## config.mk

```make
export PLATFORM = sky130hd
export DESIGN_NAME = playfair_digraph_encipher
export DESIGN_NICKNAME = d
export VERILOG_FILES = /design/src/rtl/pfe_pkg.sv /design/src/rtl/playfair_digraph_encipher.sv
export SDC_FILE = /design/constraint.sdc
export NUM_CORES = 1
export LEC_CHECK = 0
export BUFFER_PORTS_ARGS = -buffer_cell sky130_fd_sc_hd__buf_2
export CAP_MARGIN = 0
export CORE_UTILIZATION = 53
export DETAILED_ROUTE_END_ITERATION = 16
export PLACE_DENSITY = 0.72
export SYNTH_ARGS = -nofsm -noshare
export SYNTH_HDL_FRONTEND = slang
export SYNTH_SLANG_ARGS = --single-unit
```

## constraint.sdc

```tcl
create_clock -name clk_i -period 5.7 [get_ports clk_i]
set_input_delay 1.425 -clock clk_i [delete_from_list [all_inputs] [get_ports clk_i]]
set_output_delay 1.425 -clock clk_i [all_outputs]
set_load 0.01 [all_outputs]
```

## src/rtl/pfe_pkg.sv

```systemverilog
// ----------------------------------------------------------------------------
// pfe_pkg: shared types, constants and functions of the Playfair encipherer
// Holds the letter codes, the key square type, its reset value and the
// square lookup and pair enciphering functions.
// ----------------------------------------------------------------------------
package pfe_pkg;

  localparam int unsigned LetterW = 5;
  localparam int unsigned SqN     = 5;
  localparam int unsigned RowW    = SqN * LetterW;
  localparam int unsigned IdxW    = $clog2(SqN);
  localparam int unsigned CfgIdxW = $clog2(SqN);

  typedef logic [LetterW-1:0] letter_t;
  typedef logic [IdxW-1:0] idx_t;
  typedef logic [SqN-1:0][RowW-1:0] square_t;

  localparam letter_t LetterX = letter_t'(23);
  localparam letter_t LetterJ = letter_t'(9);
  localparam letter_t LetterI = letter_t'(8);

  // LOVEI / SAMNY / PDRTH / GBCFK / QUWXZ
  localparam square_t SquareReset = {
    RowW'(26991248),
    RowW'(10651686),
    RowW'(7980143),
    RowW'(25604114),
    RowW'(8541643)
  };

  typedef enum logic [CfgIdxW-1:0] {
    RegRow0 = 3'd0,
    RegRow1 = 3'd1,
    RegRow2 = 3'd2,
    RegRow3 = 3'd3,
    RegRow4 = 3'd4
  } cfg_reg_e;

  typedef struct packed {
    logic found;
    idx_t row;
    idx_t col;
  } cell_pos_t;

  // One plaintext pair waiting to be enciphered
  typedef struct packed {
    letter_t a;
    letter_t b;
    logic    last;
  } pair_t;

  typedef struct packed {
    letter_t x;
    letter_t y;
  } cipher_t;

  function automatic logic is_ij(input letter_t v);
    return (v == LetterI) || (v == LetterJ);
  endfunction

  function automatic letter_t cell_at(input square_t sq, input idx_t r, input idx_t c);
    return sq[r][c*LetterW +: LetterW];
  endfunction

  function automatic idx_t wrap_inc(input idx_t v);
    return (v == idx_t'(SqN - 1)) ? '0 : v + idx_t'(1);
  endfunction

  // First match in row-major order: scan backward so the earliest hit wins
  function automatic cell_pos_t find_letter(input square_t sq, input letter_t code);
    cell_pos_t pos;
    pos = '0;
    for (int r = SqN - 1; r >= 0; r--) begin
      for (int c = SqN - 1; c >= 0; c--) begin
        if (sq[r][c*LetterW +: LetterW] == code) begin
          pos.found = 1'b1;
          pos.row   = idx_t'(r);
          pos.col   = idx_t'(c);
        end
      end
    end
    return pos;
  endfunction

  // J falls back to the cell of I; anything not found sits at row 0, column 0
  function automatic cell_pos_t locate(input square_t sq, input letter_t code);
    cell_pos_t pos;
    cell_pos_t pos_i;
    pos   = find_letter(sq, code);
    pos_i = find_letter(sq, LetterI);
    if (!pos.found && (code == LetterJ) && pos_i.found) begin
      pos = pos_i;
    end
    if (!pos.found) begin
      pos = '0;
    end
    return pos;
  endfunction

  function automatic cipher_t encipher(input square_t sq, input letter_t a, input letter_t b);
    cell_pos_t pa;
    cell_pos_t pb;
    cipher_t   res;
    pa = locate(sq, a);
    pb = locate(sq, b);
    if (pa.row == pb.row) begin
      res.x = cell_at(sq, pa.row, wrap_inc(pa.col));
      res.y = cell_at(sq, pb.row, wrap_inc(pb.col));
    end else if (pa.col == pb.col) begin
      res.x = cell_at(sq, wrap_inc(pa.row), pa.col);
      res.y = cell_at(sq, wrap_inc(pb.row), pb.col);
    end else begin
      res.x = cell_at(sq, pb.row, pa.col);
      res.y = cell_at(sq, pa.row, pb.col);
    end
    return res;
  endfunction

endpackage

```

## src/rtl/playfair_digraph_encipher.sv

```systemverilog
// ----------------------------------------------------------------------------
// playfair_digraph_encipher: Playfair encipherer with a loadable key square
// Plaintext letters go in one per request with a word-end mark; cipher
// letters come out one per request with the last of each word marked.
// ----------------------------------------------------------------------------
// An input letter is taken whenever the two-entry pair queue is empty (or
// its single pair leaves that cycle); letters that only start a pair are
// taken every cycle while the queue is empty. Each plaintext pair is
// enciphered in one pass from the head of the queue into a two-letter output
// register and leaves as two results, first letter then second, so the output
// register sets the pace at which pairs leave the queue; a filler X can add a
// second pair. The key square rows load through the configuration port (index
// 0 to 4, always ready); the user must load them only while the block is
// idle, as the block itself does not enforce this. J is found where I is when
// the square holds no J, and no filler goes between two X letters.
// ----------------------------------------------------------------------------
module playfair_digraph_encipher (
  input  logic                              clk_i,
  input  logic                              rst_ni,
  // configuration
  input  logic                              cfg_valid_i,
  output logic                              cfg_ready_o,
  input  logic [pfe_pkg::CfgIdxW-1:0]       cfg_index_i,
  input  logic [pfe_pkg::RowW-1:0]          cfg_data_i,
  // plaintext
  input  logic                              in_valid_i,
  output logic                              in_stall_o,
  input  logic [pfe_pkg::LetterW-1:0]       plain_letter_i,
  input  logic                              word_end_i,
  // ciphertext
  output logic                              out_valid_o,
  input  logic                              out_stall_i,
  output logic [pfe_pkg::LetterW-1:0]       cipher_letter_o,
  output logic                              last_of_word_o
);

  pfe_pkg::square_t square_q;

  pfe_pkg::letter_t held_letter_q, held_letter_d;
  logic             held_valid_q, held_valid_d;
  pfe_pkg::letter_t prev_letter_q, prev_letter_d;
  logic             prev_valid_q, prev_valid_d;

  pfe_pkg::pair_t   pend_q [2];
  logic [1:0]       pend_cnt_q;

  logic             out_valid_q;
  logic             out_idx_q;
  pfe_pkg::letter_t out_x_q, out_y_q;
  logic             out_last_q;

  logic             in_accept;
  logic             filler;
  logic             cipher_free;
  logic             move;
  pfe_pkg::pair_t   pair0, pair1;
  logic [1:0]       npairs;
  pfe_pkg::cipher_t head_cipher;

  // ---- configuration ----
  assign cfg_ready_o = 1'b1;

  always_ff @(posedge clk_i or negedge rst_ni) begin
    if (!rst_ni) begin
      square_q <= pfe_pkg::SquareReset;
    end else if (cfg_valid_i && cfg_ready_o) begin
      case (cfg_index_i)
        pfe_pkg::RegRow0: square_q[0] <= cfg_data_i;
        pfe_pkg::RegRow1: square_q[1] <= cfg_data_i;
        pfe_pkg::RegRow2: square_q[2] <= cfg_data_i;
        pfe_pkg::RegRow3: square_q[3] <= cfg_data_i;
        pfe_pkg::RegRow4: square_q[4] <= cfg_data_i;
        default: ;
      endcase
    end
  end

  // ---- handshake ----
  assign cipher_free = !out_valid_q || (out_idx_q && !out_stall_i);
  assign move        = (pend_cnt_q != 2'd0) && cipher_free;
  assign in_stall_o  = !((pend_cnt_q == 2'd0) || ((pend_cnt_q == 2'd1) && move));
  assign in_accept   = in_valid_i && !in_stall_o;

  // ---- digraph building ----
  assign filler = prev_valid_q
                  && ((prev_letter_q == plain_letter_i)
                      || (pfe_pkg::is_ij(prev_letter_q) && pfe_pkg::is_ij(plain_letter_i)))
                  && !((prev_letter_q == pfe_pkg::LetterX) && (plain_letter_i == pfe_pkg::LetterX));

  always_comb begin
    pair0  = '0;
    pair1  = '0;
    npairs = 2'd0;
    if (filler && !held_valid_q) begin
      pair0  = '{a: pfe_pkg::LetterX, b: plain_letter_i, last: word_end_i};
      npairs = 2'd1;
    end else if (filler) begin
      pair0  = '{a: held_letter_q, b: pfe_pkg::LetterX, last: 1'b0};
      pair1  = '{a: plain_letter_i, b: pfe_pkg::LetterX, last: 1'b1};
      npairs = word_end_i ? 2'd2 : 2'd1;
    end else if (held_valid_q) begin
      pair0  = '{a: held_letter_q, b: plain_letter_i, last: word_end_i};
      npairs = 2'd1;
    end else if (word_end_i) begin
      // pad an odd word with X
      pair0  = '{a: plain_letter_i, b: pfe_pkg::LetterX, last: 1'b1};
      npairs = 2'd1;
    end

    held_valid_d  = held_valid_q;
    held_letter_d = held_letter_q;
    prev_valid_d  = prev_valid_q;
    prev_letter_d = prev_letter_q;
    if (in_accept) begin
      held_valid_d  = !word_end_i && (filler == held_valid_q);
      held_letter_d = plain_letter_i;
      prev_valid_d  = !word_end_i;
      prev_letter_d = word_end_i ? '0 : plain_letter_i;
    end
  end

  always_ff @(posedge clk_i or negedge rst_ni) begin
    if (!rst_ni) begin
      held_letter_q <= '0;
      held_valid_q  <= 1'b0;
      prev_letter_q <= '0;
      prev_valid_q  <= 1'b0;
    end else begin
      held_letter_q <= held_letter_d;
      held_valid_q  <= held_valid_d;
      prev_letter_q <= prev_letter_d;
      prev_valid_q  <= prev_valid_d;
    end
  end

  // ---- pair queue ----
  always_ff @(posedge clk_i or negedge rst_ni) begin
    if (!rst_ni) begin
      pend_cnt_q <= 2'd0;
    end else if (in_accept) begin
      pend_cnt_q <= npairs;
    end else if (move) begin
      pend_cnt_q <= pend_cnt_q - 2'd1;
    end
  end

  always_ff @(posedge clk_i) begin
    if (in_accept) begin
      pend_q[0] <= pair0;
      pend_q[1] <= pair1;
    end else if (move) begin
      // advance the second pair to the head
      pend_q[0] <= pend_q[1];
    end
  end

  // ---- enciphering into the output register ----
  assign head_cipher = pfe_pkg::encipher(square_q, pend_q[0].a, pend_q[0].b);

  always_ff @(posedge clk_i or negedge rst_ni) begin
    if (!rst_ni) begin
      out_valid_q <= 1'b0;
      out_idx_q   <= 1'b0;
    end else if (cipher_free) begin
      out_valid_q <= move;
      out_idx_q   <= 1'b0;
    end else if (!out_stall_i) begin
      out_idx_q   <= 1'b1;
    end
  end

  always_ff @(posedge clk_i) begin
    if (move) begin
      out_x_q    <= head_cipher.x;
      out_y_q    <= head_cipher.y;
      out_last_q <= pend_q[0].last;
    end
  end

  assign out_valid_o     = out_valid_q;
  assign cipher_letter_o = out_idx_q ? out_y_q : out_x_q;
  assign last_of_word_o  = out_idx_q & out_last_q;

  // ---- assertions ----
  a_pend_bound: assert property (@(posedge clk_i) disable iff (!rst_ni)
    pend_cnt_q != 2'd3)
    else $error("pair queue count out of range");

  a_accept_empty: assert property (@(posedge clk_i) disable iff (!rst_ni)
    in_accept |-> (pend_cnt_q == 2'd0) || ((pend_cnt_q == 2'd1) && move))
    else $error("letter taken while pair queue still busy");

  a_word_end_clears: assert property (@(posedge clk_i) disable iff (!rst_ni)
    (in_accept && word_end_i) |=> !held_valid_q && !prev_valid_q)
    else $error("half pair survived a word end");

  a_move_loads: assert property (@(posedge clk_i) disable iff (!rst_ni)
    move |=> out_valid_q && !out_idx_q)
    else $error("pair left the queue but output register not loaded");

endmodule
```

==> out/summary.md, run 1 <==
Summed over all layers, the global routing overflow is 0. The number of remaining DRC errors was 0. Setup repair after global routing left no endpoint under its margin. The average via count per standard cell works out to 7.16. The routing usage on met3 came out at 0.117. The starting utilization of the core area was 0.537.

The async set or reset register ratio after synthesis is 0.834, and the quantity of I/O buffers inserted on ports is 46. For this run, the leading register cell type out of synthesis is dfrtp_1. Counting the fill cells in the layout gives 2870. The layout-stage area growth over the synthesis result was 7.93%; the count of clock tree sinks was 169. The clock transition time at the flip-flop clock pins of the worst setup and hold paths works out to 0.08 ns. TritonCTS built the clock tree. The met1 global-route usage is 0.597. For the tightest slew margin relative to the limit, the log shows 0.195.

Once detail routing completed, the nets flagged for antenna violations numbered 0. Of all cell types, the one taking the most synthesized area is dfrtp_1. The logs give 1.12 for the placer congestion estimate and 4440 sq um for the register cell area after layout. For the via total after detailed routing, the log shows 16800. The fraction of final layout cells with drive strength greater than 1 is 0.244, and the site row count is 66. For the number of nets in the layout, the log shows 1940. The logs give 0 for the total setup buffers inserted after CTS and 17400 sq um for the netlist area before placement. After routing, the total negative slack on setup checks comes to 0 ns. For the total length of routed wires, the log shows 76900 microns. The number of flops mapped to enable cells by yosys was 28; the final setup violation count was 0. The path class of the tightest hold or removal check is reg -> reg. Entering global routing, the biggest net connects 74 pins. Across the routed clock network, the largest skew measured is 0.0161 ns.

The number of global-route vias before repair is 15700, and the minimum period implied by the final worst setup slack is 5.48 ns. The logs give 33600 sq um for the full die area and 5.92 ns for the required time reported for the critical path endpoint. The portion of the post-synthesis area used by sequential elements came out at 0.255. Across the run, the number of max-cap violations was 0. On the worst path, the slowest cell contributes a delay of 0.63 ns. The met2 global-route usage was 0.693.

The instance count of the mapped netlist is 1946, and the count of cell types in the netlist is 94. STA classifies the critical path startpoint as a register. The run gives 11800 sq um as the area occupied by multi-input gates.

The placed instances occupy a cell area of 18200 sq um. Data on the critical path arrives at its endpoint at 5.70 ns. The tools report the master cell of the clock root buffer as clkbuf_16. Post-detailed-route wirelength per cell: 32.8 microns.

The critical path is of the reg -> reg type. During synthesis, Yosys emitted a total of 0 warnings. After clock tree synthesis, the repair step resized 0 gates. Timing analysis after detailed placement gives a worst setup slack of 0.407 ns. At the pin with the least slew margin, the transition time is 1.20 ns. The max-slew violation count is 0, and the area fraction of the dominant cell type after synthesis is 0.124. For the H-tree depth, the log shows 4. For this block, the initial DRC count from the detailed router was 2407. Counting both buffers and inverters, the worst setup path holds a total of 2. The kind of cell adding the most delay to the critical path is simple AND/OR/NAND/NOR gates.

In this run the deepest clock path goes through 2 buffers. The global-route layer with the greatest usage is met2. For the source-to-sink clock delay at the later pin of the worst-skew pair, the log shows 0.49 ns. In this run the mean area of a mapped cell was 8.95 sq um.

After legalization and detailed placement, the total HPWL measured 56800 microns. The fmax is 183 MHz. The cts-stage hold buffer count came out at 0. By area the synthesized netlist is led by dfrtp_1 (12%), mux2_2 (8.8%), dfstp_2 (8.3%). Final period utilization: 0.961. The critical path goes through buf_12, xnor2_1, nand3_1, nor3_1, or4_1, nor4_2, nand4_1, nand2_1, ha_1, nor2_1, mux2i_2, nor3_4, buf_4, a221o_1, a32o_1, a211oi_1, a21oi_1. The flow ran to the end, and the final reports show no timing, DRC or antenna violations. The flop and latch count out of synthesis was 169. The run gives 32500 sq um as the standard cell core area. The number of standard cells in the layout, taps in and fillers out is 2345. The total clock buffers created by CTS was 17. The number of hold violations in the final report is 0. The total routing resource utilization after global routing came out at 0.464. The number of nets in the synthesized netlist was 1997. For this design, the slowest cell found on the critical path is or4_1.

The logs give 111000 microns for the wire length of the first global-routing pass and 2312 for the total instance count after detailed placement. The width of the die is 183 microns. The worst setup path is captured at a register. The initial antenna violation count was 5; the vertical die dimension was 183 microns.

The pre-antenna-repair detailed-routing pass consisted of 9 iterations. Biggest fanout along the worst timing path: 26. The worst-case setup margin in the final layout was 0.222 ns; the count of boundary I/O pins was 48.

After routing the design area is 18800 sq um.
placed cells by master (no fill, tap or decap), types with 13 or more instances in the layout:
master / instances
o21ai_0: 63
dfrtp_1: 86
mux4_2: 34
nand2b_1: 36
nand2_1: 110
nor2_1: 69
buf_4: 107
nand4_1: 17
xor2_1: 128
nor2b_1: 20
nor4_1: 34
a221o_1: 18
buf_2: 45
xnor2_1: 127
a21oi_1: 61
a31oi_1: 24
dfstp_2: 55
and2_1: 20
mux2i_1: 131
mux2_2: 136
nand3_1: 83
a211oi_1: 38
and3_1: 24
o211ai_1: 20
inv_1: 36
edfxtp_1: 28
clkbuf_16: 18
buf_12: 13
nor3_1: 74
synth_stat cells (38+ instances only):
master / n
mux2_2: 136
mux2i_1: 132
xor2_1: 128
xnor2_1: 127
clkbuf_1: 122
nand2_1: 111
dfrtp_1: 86
nand3_1: 83
nor3_1: 75
nor2_1: 71
buf_2: 70
o21ai_0: 63
a21oi_1: 62
dfstp_2: 55
a211oi_1: 38
through the flow:
step                utilization  hold slack [ns]
floorplan                     -            0.400
global placement          0.561            0.424
detailed placement        0.561            0.433
CTS                       0.579            0.451
global route              0.579            0.453
finish                    0.579            0.443
cell families (layout without fill, tap and decap cells):
kind of cell / count (synthesis) / count (layout) / synth area share
and+or+nand+nor: 551 / 551 / 0.169
AOI/OAI and AO/OA: 375 / 375 / 0.156
muxes: 303 / 303 / 0.208
buffers and inverters: 279 / 235 / 0.0737
xor gates and xnor gates: 256 / 256 / 0.129
DFF: 169 / 169 / 0.255
adders and majority gates: 12 / 12 / 0.00862
other: 1 / 2 / 0.000215
flip-flops by register name, summed over array words and instances, names as in the netlist:
| register | count |
|---|---|
| square_q | 125 |
| pend_q | 17 |
| held_letter_q | 5 |
| out_x_q | 5 |
| out_y_q | 5 |
| prev_letter_q | 5 |
| pend_cnt_q | 2 |
| held_valid_q | 1 |
| out_idx_q | 1 |
| out_last_q | 1 |
| out_valid_o | 1 |
| prev_valid_q | 1 |
routing by layer:
| metal | share of wire | vias up |
|---|---|---|
| li1 | - | 7018 |
| met5 | 0.00066 | - |
| met3 | 0.11 | 312 |
| met1 | 0.39 | 8172 |
| met2 | 0.43 | 1283 |
| met4 | 0.072 | 8 |
final timing paths:
path | to | depth (start not counted) | slack, ns | from
worst max-delay path | out_x_q[4] | 17 | 0.22 | pend_q[0][7]
worst min-delay path | out_last_q | 0 | 0.44 | pend_q[0][0]
worst max register to register | out_x_q[4] | 17 | 0.22 | pend_q[0][7]
worst min register to register | out_last_q | 0 | 0.44 | pend_q[0][0]
max in group asynchronous | square_q[60] | 2 | 3.86 | rst_ni
min in group asynchronous | square_q[22] | 1 | 0.94 | rst_ni
final cells by class:
cell class              count  share of cell area
diodes                      1            0.000133
clock buffers              19              0.0247
flip-flops and latches    169               0.236
inverters                  37             0.00738
multi-input cells        1498               0.625
clock inverters            13             0.00792
well taps                 442              0.0294
repair buffers            166              0.0691
Power of run 1 is not shown: default switching activity piles up to over one toggle a cycle in this logic, so the estimate is an artifact.
==> run 2: changes to the inputs <==
--- a/config.mk
+++ b/config.mk
@@ -7,9 +7,8 @@
 export LEC_CHECK = 0
 export BUFFER_PORTS_ARGS = -buffer_cell sky130_fd_sc_hd__buf_2
 export CAP_MARGIN = 0
-export CORE_UTILIZATION = 53
+export CORE_UTILIZATION = 40
 export DETAILED_ROUTE_END_ITERATION = 16
-export PLACE_DENSITY = 0.72
 export SYNTH_ARGS = -nofsm -noshare
 export SYNTH_HDL_FRONTEND = slang
 export SYNTH_SLANG_ARGS = --single-unit
==> out/summary.md, run 2 (same netlist as run 1, synthesis figures left out) <==
The number of flip-flops in the largest register was 125. Register bank with the most flops: square_q. The worst hold path passes through 0 cells. The tools report the tightest slew margin relative to the limit as -0.0270. After clock tree synthesis, the clock-pin slew on the worst setup and hold paths is 0.08 ns. The count of clock tree sinks is 169, and the maximum number of pins on one net before global-route repair is 72.

The type of element launching the critical path is a register. The total routing resource utilization after global routing is 0.375. Measured along the y axis, the die boundary spans 211 microns. In this run, post-CTS hold repair placed 0 buffers.

The final period utilization was 0.994. Compared with the post-synthesis result, the final layout area differs by 11.5%. The max-slew violation count came out at 10. TritonCTS built the clock tree. Counting along the longest clock path gives a buffer depth of 2. For the count of filler cells inserted in the layout, the log shows 4253.

The path category of the worst min-delay check was reg -> reg. Most common cell after layout, fill and taps aside: buf_4. The starting utilization of the core area was 0.405; the required time reported for the critical path endpoint was 6.03 ns.

The path with the worst hold slack has its endpoint at out_last_q. The tools report the full die area as 44400 sq um. Clock latency on the worst-skew pair, taken at its later pin, is 0.51 ns. The cell count of the worst reg-to-reg path is 16, and the number of hold violations in the final report is 0.

The logs give 7 for the number of optimization iterations in the first detailed-route pass and 1 for the number of max-cap violations. The tree is rooted in a clkbuf_16. In this run the remaining antenna-violating nets after routing total 0. Summing over every cut layer, the via total after detailed routing is 16700. Count of inserted antenna diode cells: 0. At the end of routability-driven placement, the weighted congestion stood at 1.09.

Gates resized during post-CTS repair numbered 0. The site row count is 76, and the average via count per standard cell is 6.57. The capturing element type of the critical path is a register. Setup repair after global routing left no endpoint under its margin. The worst setup path is of the reg -> reg kind.

The fmax is 176 MHz, and the total clock buffers created by CTS is 17. Wires add up to 82400 microns. The width of the die is 211 microns. During I/O placement, the number of pins put on the boundary was 48. The endpoint identified for the worst register-to-register timing path is out_x_q[1].

Slack of the worst reg-to-reg path: 0.03 ns. Counting I/O delays and the setup requirement, the final critical path takes 5.67 ns. The startpoint of the worst-slack reg-to-reg timing path was square_q[88]. The number of global-route vias before repair is 15900. The logs give 0 for the global route total overflow and 1 for the initial antenna violation count. The total setup buffers inserted after CTS is 0, and the number of remaining DRC errors is 0.

The slew of the pin with the lowest slew margin is 1.53 ns. The first global-routing pass estimated 118000 microns of wire. After detailed routing, the average wire length per cell comes to 32.5 microns. The largest registers in the layout are square_q x125, pend_q x17. The final reports fail on capacitance limit, slew limit. The H-tree generated during clock tree synthesis spans 4 levels.

The library cells used most frequently in the layout, excluding fill and tap cells, are buf_4 (153), mux2_2 (136), mux2i_1 (131). Fraction of final layout cells with drive strength greater than 1: 0.264. Clock skew on the completed layout was measured at 0.0248 ns. The worst path meets setup with 0.0336 ns of slack. The run gives 43000 sq um as the standard cell core area.

Summed over all nets, the half-perimeter wirelength after detailed placement is 61400 microns. The logs give 1991 for the number of nets in the layout and 1999 for the iteration-0 DRC count of the detailed router. The quantity of I/O buffers inserted on ports was 46. Data arrives at the worst endpoint at 5.99 ns.

The startpoint identified for the worst hold timing path is pend_q[0][0]. Prior to clock tree synthesis, the placed netlist has a worst setup slack of 0.339 ns. The flow ran to the end, but the final reports show violations. The biggest fanout along the worst timing path is 16. The post-route setup TNS is 0 ns.

Setup violations remaining at the end of the flow were counted as 0.
-- run 2: changes by cell type in the layout (fill, tap and decap cells not counted), moves of 2 or more --
cell | before | now
clkinv_4 | 3 | 1
buf_12 | 13 | 18
buf_4 | 107 | 153
clkinv_8 | 4 | 1
mux2i_2 | 2 | 0
inv_6 | 2 | 4
mux2i_4 | 0 | 2
-- run 2: cell type report --
cell class | count | area [sq um] | area share
tap | 585 | 732 | 0.0377
clock inverter | 13 | 148 | 0.00760
clock buffer | 19 | 453 | 0.0233
inverter | 37 | 139 | 0.00715
multi-input combinational | 1498 | 11800 | 0.606
timing repair buffer | 217 | 1750 | 0.0898
sequential | 169 | 4440 | 0.228
-- run 2: how the worst max path moves through the flow --
stage	start	end	slack (ns)	cells after the start
2_1_floorplan	square_q[86]	out_x_q[4]	0.15	18
3_3_place_gp	pend_q[0][10]	out_x_q[0]	0.25	19
3_5_place_dp	pend_q[0][10]	out_x_q[0]	0.34	19
4_1_cts	pend_q[0][8]	out_x_q[0]	0.29	19
5_1_grt	pend_q[0][10]	out_x_q[0]	0.02	19
6_report	square_q[88]	out_x_q[1]	0.03	16
-- run 2: routing by layer --
metal,share of wire,up-vias,track usage
li1,-,7096,-
met1,0.40,8314,0.482
met2,0.45,1017,0.586
met3,0.086,256,0.0647
met4,0.067,0,0.231
met5,0,-,0
-- run 2: stage by stage --
| stage | hold WS [ns] | instance area (sq um) | util | cells |
|---|---|---|---|---|
| final | 0.436 | 19400 | 0.452 | 2538 |
| after global routing | 0.465 | 19400 | 0.452 | 2538 |
| after CTS | 0.438 | 19400 | 0.452 | 2538 |
| after detailed placement | 0.423 | 18800 | 0.438 | 2506 |
| after global placement | 0.434 | 18800 | 0.438 | 2506 |
| after floorplan | 0.400 | 17400 | - | 1946 |
-- run 2: worst max-delay path, stage by stage (launching register included) --
cell      delay (ns)
dfrtp_1         0.60
nand2b_1        0.13
nor4_1          0.98
or4_4           0.36
o211ai_1        0.13
a31oi_1         0.27
nand4_1         0.23
nand2_1         0.15
buf_4           0.33
ha_1            0.31
buf_4           0.26
nor3_4          0.56
a22oi_1         0.21
or3_1           0.37
o21ai_0         0.15
a21oi_1         0.17
a31oi_1         0.25
Power of run 2 is left out for the same reason.
